**src/bfhm_ram.sv**
```systemverilog
// ----------------------------------------------------------------------------
// bfhm_ram
// Generic simple dual-port RAM with one write port and one registered read port.
// ----------------------------------------------------------------------------
module bfhm_ram #(
   parameter int WIDTH = 8,
   parameter int DEPTH = 256
) (
   input  logic                     clock,
   input  logic                     wr_en,
   input  logic [$clog2(DEPTH)-1:0] wr_addr,
   input  logic [WIDTH-1:0]         wr_data,
   input  logic [$clog2(DEPTH)-1:0] rd_addr,
   output logic [WIDTH-1:0]         rd_data
);

   logic [WIDTH-1:0] mem [DEPTH];
   logic [WIDTH-1:0] rd_data_ff;

   always_ff @(posedge clock) begin
      if (wr_en) begin
         mem[wr_addr] <= wr_data;
      end
      rd_data_ff <= mem[rd_addr];
   end

   assign rd_data = rd_data_ff;

endmodule

```
**config.mk**
```make
export PLATFORM = sky130hd
export DESIGN_NAME = bfhm_ram
export DESIGN_NICKNAME = d
export VERILOG_FILES = /design/src/bfhm_ram.sv
export SDC_FILE = /design/constraint.sdc
export NUM_CORES = 2
export LEC_CHECK = 0
export BUFFER_PORTS_ARGS = -buffer_cell sky130_fd_sc_hd__buf_2
export CORE_AREA = 2 2 449 451
export DETAILED_ROUTE_END_ITERATION = 16
export DIE_AREA = 0 0 451 453
export PLACE_DENSITY = 0.6
export SLEW_MARGIN = 20
export SYNTH_ARGS = -nofsm -noshare
export SYNTH_HDL_FRONTEND = slang
export SYNTH_SLANG_ARGS = --single-unit
```
**constraint.sdc**
```tcl
create_clock -name clock -period 3 [get_ports clock]
set_input_delay 0.75 -clock clock [delete_from_list [all_inputs] [get_ports clock]]
set_output_delay 0.75 -clock clock [all_outputs]
set_load 0.01 [all_outputs]
```
# --- Word level (Yosys, flattened, before mapping) ---
# Memory sizes are Yosys's and may differ from the RTL's. A register that Yosys moved wholly into a read port is not among the register bits.
# Index checks and enable logic that the tools add are counted.
totals:
  ff_bits: 0
  latch_bits: 0
  mem_bits_rw: 2048
  romBits: 0
  input_bits: 26
  out_inout_bits: 8
  wordCells: 3
  memories: 1
memory_table:
  columns: ["memory", "depth", "width", "rd", "rd_ports_with_merged_regs", "write_ports", "line_no", "source"]
  rows:
  - ["mem", 256, 8, 1, 1, 1, "17", "logic [WIDTH-1:0] mem [DEPTH];"]
classes:
  n_addsub: 0
  n_mul: 0
  div: 0
  order_cmp: 0
  n_eq_ne: 0
  n_shift: 0
  n_mux: 2
  bitwise: 0
  reduce_logical: 0
op_table:
  columns: ["operator", "n"]
  rows:
  - ["1-bit 2-to-1 mux", 2]

# --- Longest topological paths before layout ---
depth:
  word_depth: 2
  ltp_mapped: 11
  ltp_nobuf: 6

# --- Worst setup path before layout ---
# No wires, ideal clock.
synth_path:
  path_type: "input port to flip-flop"
  startpoint: "input rd_addr[0]"
  endpoint: "register rd_data_ff[2] (netlist: rd_data[2]) (read register of mem)"
  setup_time_ns: 0.131
  arrival_time_ns: 2.557
  t_required_ns: 2.869
  setup_slack_ns: 0.312
  path_stages: 9
  n_path_buf: 4
  cell_sequence: "buf_6 -> buf_12 -> buf_8 -> buf_2 -> mux4_2 -> a22oi_1 -> a21oi_1 -> nor4_1 -> nor4_2"
synth_rtl:
  columns: ["element", "line_no", "source"]
  rows:
  - ["from (decl)", "13", "input logic [$clog2(DEPTH)-1:0] rd_addr,"]
  - ["to (decl)", "18", "logic [WIDTH-1:0] rd_data_ff;"]

==> run_results.csv <==
group,metric,value,unit
outcome,run_status,"completed",
route,drtIter0Drc,4712,
setup_path,crit_fanout,20,
logic_synthesis,synth.distinct_cells,55,
route,routed_via_density,5.566,
route,drt_pass1_iterations,5,
logic_synthesis,yosys_warnings,0,
sta,setup_slack,0.09266,ns
setup_path,cpMaxStageDelayCell,"nor4_1",
min_path,hold_depth,1,
cts,cts_tree,"yes",
setup_path,start_kind,"input port",
min_path,worstHoldPathType,"input port to register",
place,dp.cells,6875,
floorplan,initial_utilization,0.3993,
setup_path,arrival,3.58,ns
cells_and_area,drive_gt1_frac,0.3201,
logic_synthesis,syn_inst,3733,
global_routing,grtUsageTotal,0.2001,
cells_and_area,fin_nets,4451,
route,routedWlPerCell,28.22,microns
floorplan,die_w,451,microns
cells_and_area,regArea,61660,sq um
logic_synthesis,synth_flop_cell,"edfxtp_1",
floorplan,core_area,199200,sq um
cells_and_area,final_common_cell,"edfxtp_1",
cts,clockBufferDepth,3,
global_routing,antenna_found_initial,16,
route,routed_wl,205.0,mm
power_and_ir_drop,peakVddDrop,0.5862,mV
cts,worstSkewPairLatency,0.86,ns
logic_synthesis,ys_seq_area_frac,0.7750,
setup_path,crit_family,"buffers and inverters",
setup_path,reg2reg_to,"rd_data[2]$_DFF_P_",
cts,root_buffer,"clkbuf_16",
global_routing,grt_pass1_vias,40780,
setup_path,required,3.68,ns
sta,grt_setup_unrepaired,"no",
min_path,hp-start,"wr_data[6]",
sta,setup_violations,0,
cells_and_area,layout_common_cells,"2048 x edfxtp_1, 619 x buf_4, 454 x mux4_2",
floorplan,row_count,164,
cells_and_area,stdcell_count,7264,
route,drc,0,
setup_path,endpoint_kind,"register",
route,dr_total_vias,40430,
sta,relSlewSlack,0.3622,
logic_synthesis,ys_async_sr_fraction,0,
cts,post-cts-setup-buffer-count,0,
setup_path,crit_path_start,"rd_addr[0]",
sta,min_period,2.907,ns
sta,clock_skew,0.04518,ns
setup_path,cp_num_buf_inv,4,
sta,clock.fmax,344.0,MHz
logic_synthesis,avgSynthCellArea,21.31,sq um
floorplan,fp.dieH,453,microns
cts,cts-buffers-inserted,204,
logic_synthesis,yosys_register_bits,2056,
sta,drv_slew,0,
global_routing,grt_max_degree,105,
setup_path,crit_chain,"buf_8, buf_12, buf_12, mux4_2, a22oi_1, a21oi_1, nor4_1, buf_4, nor4_1",
place,numPortBuffers,33,
job,maxCapViolCount,0,
floorplan,boundaryPins,34,
power_and_ir_drop,p_leak,30.32,nW
global_routing,grt_pass1_wl,295.7,mm
place,dp_slack,-0.8251,ns
logic_synthesis,synth_area,79560,sq um
cts,cts_sinks,2056,
setup_path,critPathKind,"input port to register",
setup_path,reg2regPathDepth,7,
min_path,worstHoldEndpoint,"mem[223][6]$_DFFE_PP_",
setup_path,max_stage_delay,0.76,ns
route,ant_nets,0,
logic_synthesis,syn_nets,3759,
place,gp_congestion,0.8467,
place,dp_hpwl,132.8,mm
sta,worst_slew_pin_slew,0.9531,ns
floorplan,die_area,204300,sq um
cells_and_area,syn_to_final_growth,18.39,%
setup_path,critical_path_depth,9,
cts,path_clk_slew,0.06,ns
cells_and_area,nFillCells,16300,
logic_synthesis,synth_edf_count,2048,
sta,hold_viol_final,0,
cells_and_area,multi_input_area,16510,sq um
power_and_ir_drop,p_per_area,630.7,nW/um^2
setup_path,r2r_slack,0.38,ns
cts,htreeDepth,4,
sta,fin_crit_sh,0.9691,
global_routing,grt-ovfl-total,0,
setup_path,r2r_start,"mem[101][2]$_DFFE_PP_",
## sequential cells by signal, summed over array words and instances, names as in the netlist
name	cells
rd_data	8
mem	2048
## power by group
| part | internal (W) | switching [W] | leakage [nW] |
|---|---|---|---|
| Sequential | 0.0317 | 0.0000720 | 18.5 |
| Clock | 0.0135 | 0.0109 | 3.10 |
| Combinational | 0.00132 | 0.00195 | 8.75 |
## worst register-to-register path: stages (launching register included)
cell	delay, ns
edfxtp_1	0.37
mux4_2	0.47
nor2b_1	0.16
a211oi_1	0.49
nor3_1	0.16
nor4_1	0.58
buf_4	0.22
nor4_2	0.04
## cell families (layout without fill, tap and decap cells)
kind of cell / after synthesis / count (layout) / share of synthesized area
muxes: 591 / 591 / 0.1462
other: 0 / 10 / 0
and+or+nand+nor: 466 / 466 / 0.02628
AOI/OAI and AO/OA: 385 / 385 / 0.03419
DFF: 2056 / 2056 / 0.7750
buffers and inverters: 235 / 1100 / 0.01831
## routing by layer
layer / vias up / part of all wire / track usage
li1: 17100 / - / -
met1: 21510 / 0.41 / 0.2765
met2: 1510 / 0.49 / 0.3225
met3: 312 / 0.070 / 0.03644
met4: 4 / 0.030 / 0.06543
met5: - / 0.00011 / 0
## cell type report
| class | instances | area share |
|---|---|---|
| sequential | 2056 | 0.6547 |
| clock buffer | 268 | 0.05796 |
| inverter | 2 | 0.00007971 |
| timing repair buffer | 719 | 0.06671 |
| clock inverter | 111 | 0.009724 |
| multi-input combinational | 1442 | 0.1753 |
| antenna | 10 | 0.0002657 |
| tap | 2656 | 0.03528 |
## synth_stat cells, types with 2 or more instances
cell | instances | area, sq um
o22ai_1 | 28 | 175.2
o22a_1 | 5 | 43.79
buf_8 | 13 | 195.2
nor2b_1 | 31 | 193.9
buf_1 | 22 | 82.58
o21ai_1 | 2 | 10.01
nand3b_1 | 2 | 15.01
mux4_2 | 454 | 10220
and2_1 | 6 | 37.54
buf_4 | 27 | 202.7
nand4_1 | 10 | 62.56
buf_6 | 21 | 236.5
a211oi_1 | 16 | 120.1
dfxtp_1 | 8 | 160.2
o32ai_1 | 4 | 35.03
or2_2 | 4 | 25.02
o221ai_1 | 46 | 402.9
a221oi_1 | 13 | 113.9
mux2i_1 | 134 | 1341
nand2b_1 | 8 | 50.05
a21oi_1 | 96 | 480.5
nor2_1 | 282 | 1059
a31oi_1 | 2 | 12.51
a22oi_1 | 133 | 998.5
and3b_1 | 2 | 17.52
edfxtp_1 | 2048 | 61500
a2111oi_0 | 2 | 17.52
a2111oi_1 | 2 | 20.02
nor3_1 | 22 | 110.1
nand3_1 | 34 | 170.2
buf_12 | 8 | 160.2
nor4_1 | 24 | 150.1
a22o_1 | 8 | 70.07
nor4_2 | 3 | 37.54
buf_2 | 31 | 155.2
clkbuf_1 | 111 | 416.7
o211ai_1 | 10 | 75.07
mux4_1 | 2 | 52.55
nand2_1 | 33 | 123.9
a311oi_1 | 2 | 17.52
o21ai_0 | 10 | 50.05
## metrics by stage
step	utilization	setup TNS (ns)	hold WS, ns	area, sq um	power (W)
4_1_cts	0.4725	0	0.1997	94150	0.05988
6_report	0.4727	0	0.2511	94190	0.05940
2_1_floorplan	-	0	0.7699	79560	0.03384
3_5_place_dp	0.4405	-5.394	1.127	87770	0.03564
5_1_grt	0.4726	0	0.2221	94170	0.06109
3_3_place_gp	0.4405	-5.884	1.122	87760	0.03561
## worst max-delay path by stage
stage | to | slack [ns]
finish | rd_data[1]$_DFF_P_ | 0.09
global route | rd_data[1]$_DFF_P_ | 0.005
CTS | rd_data[1]$_DFF_P_ | 0.06
detailed placement | rd_data[1]$_DFF_P_ | -0.83
global placement | rd_data[4]$_DFF_P_ | -1.06
floorplan | rd_data[2]$_DFF_P_ | 0.31
## what timing repair did
| item | in CTS | in global routing |
|---|---|---|
| endpoints found under the setup margin | 0 | 1 |
| gates resized for setup | 0 | 1 |
| hold buffers | 0 | 0 |
| endpoints found under the hold margin | 0 | 0 |
No activity file was read; power rests on OpenSTA's default activity.
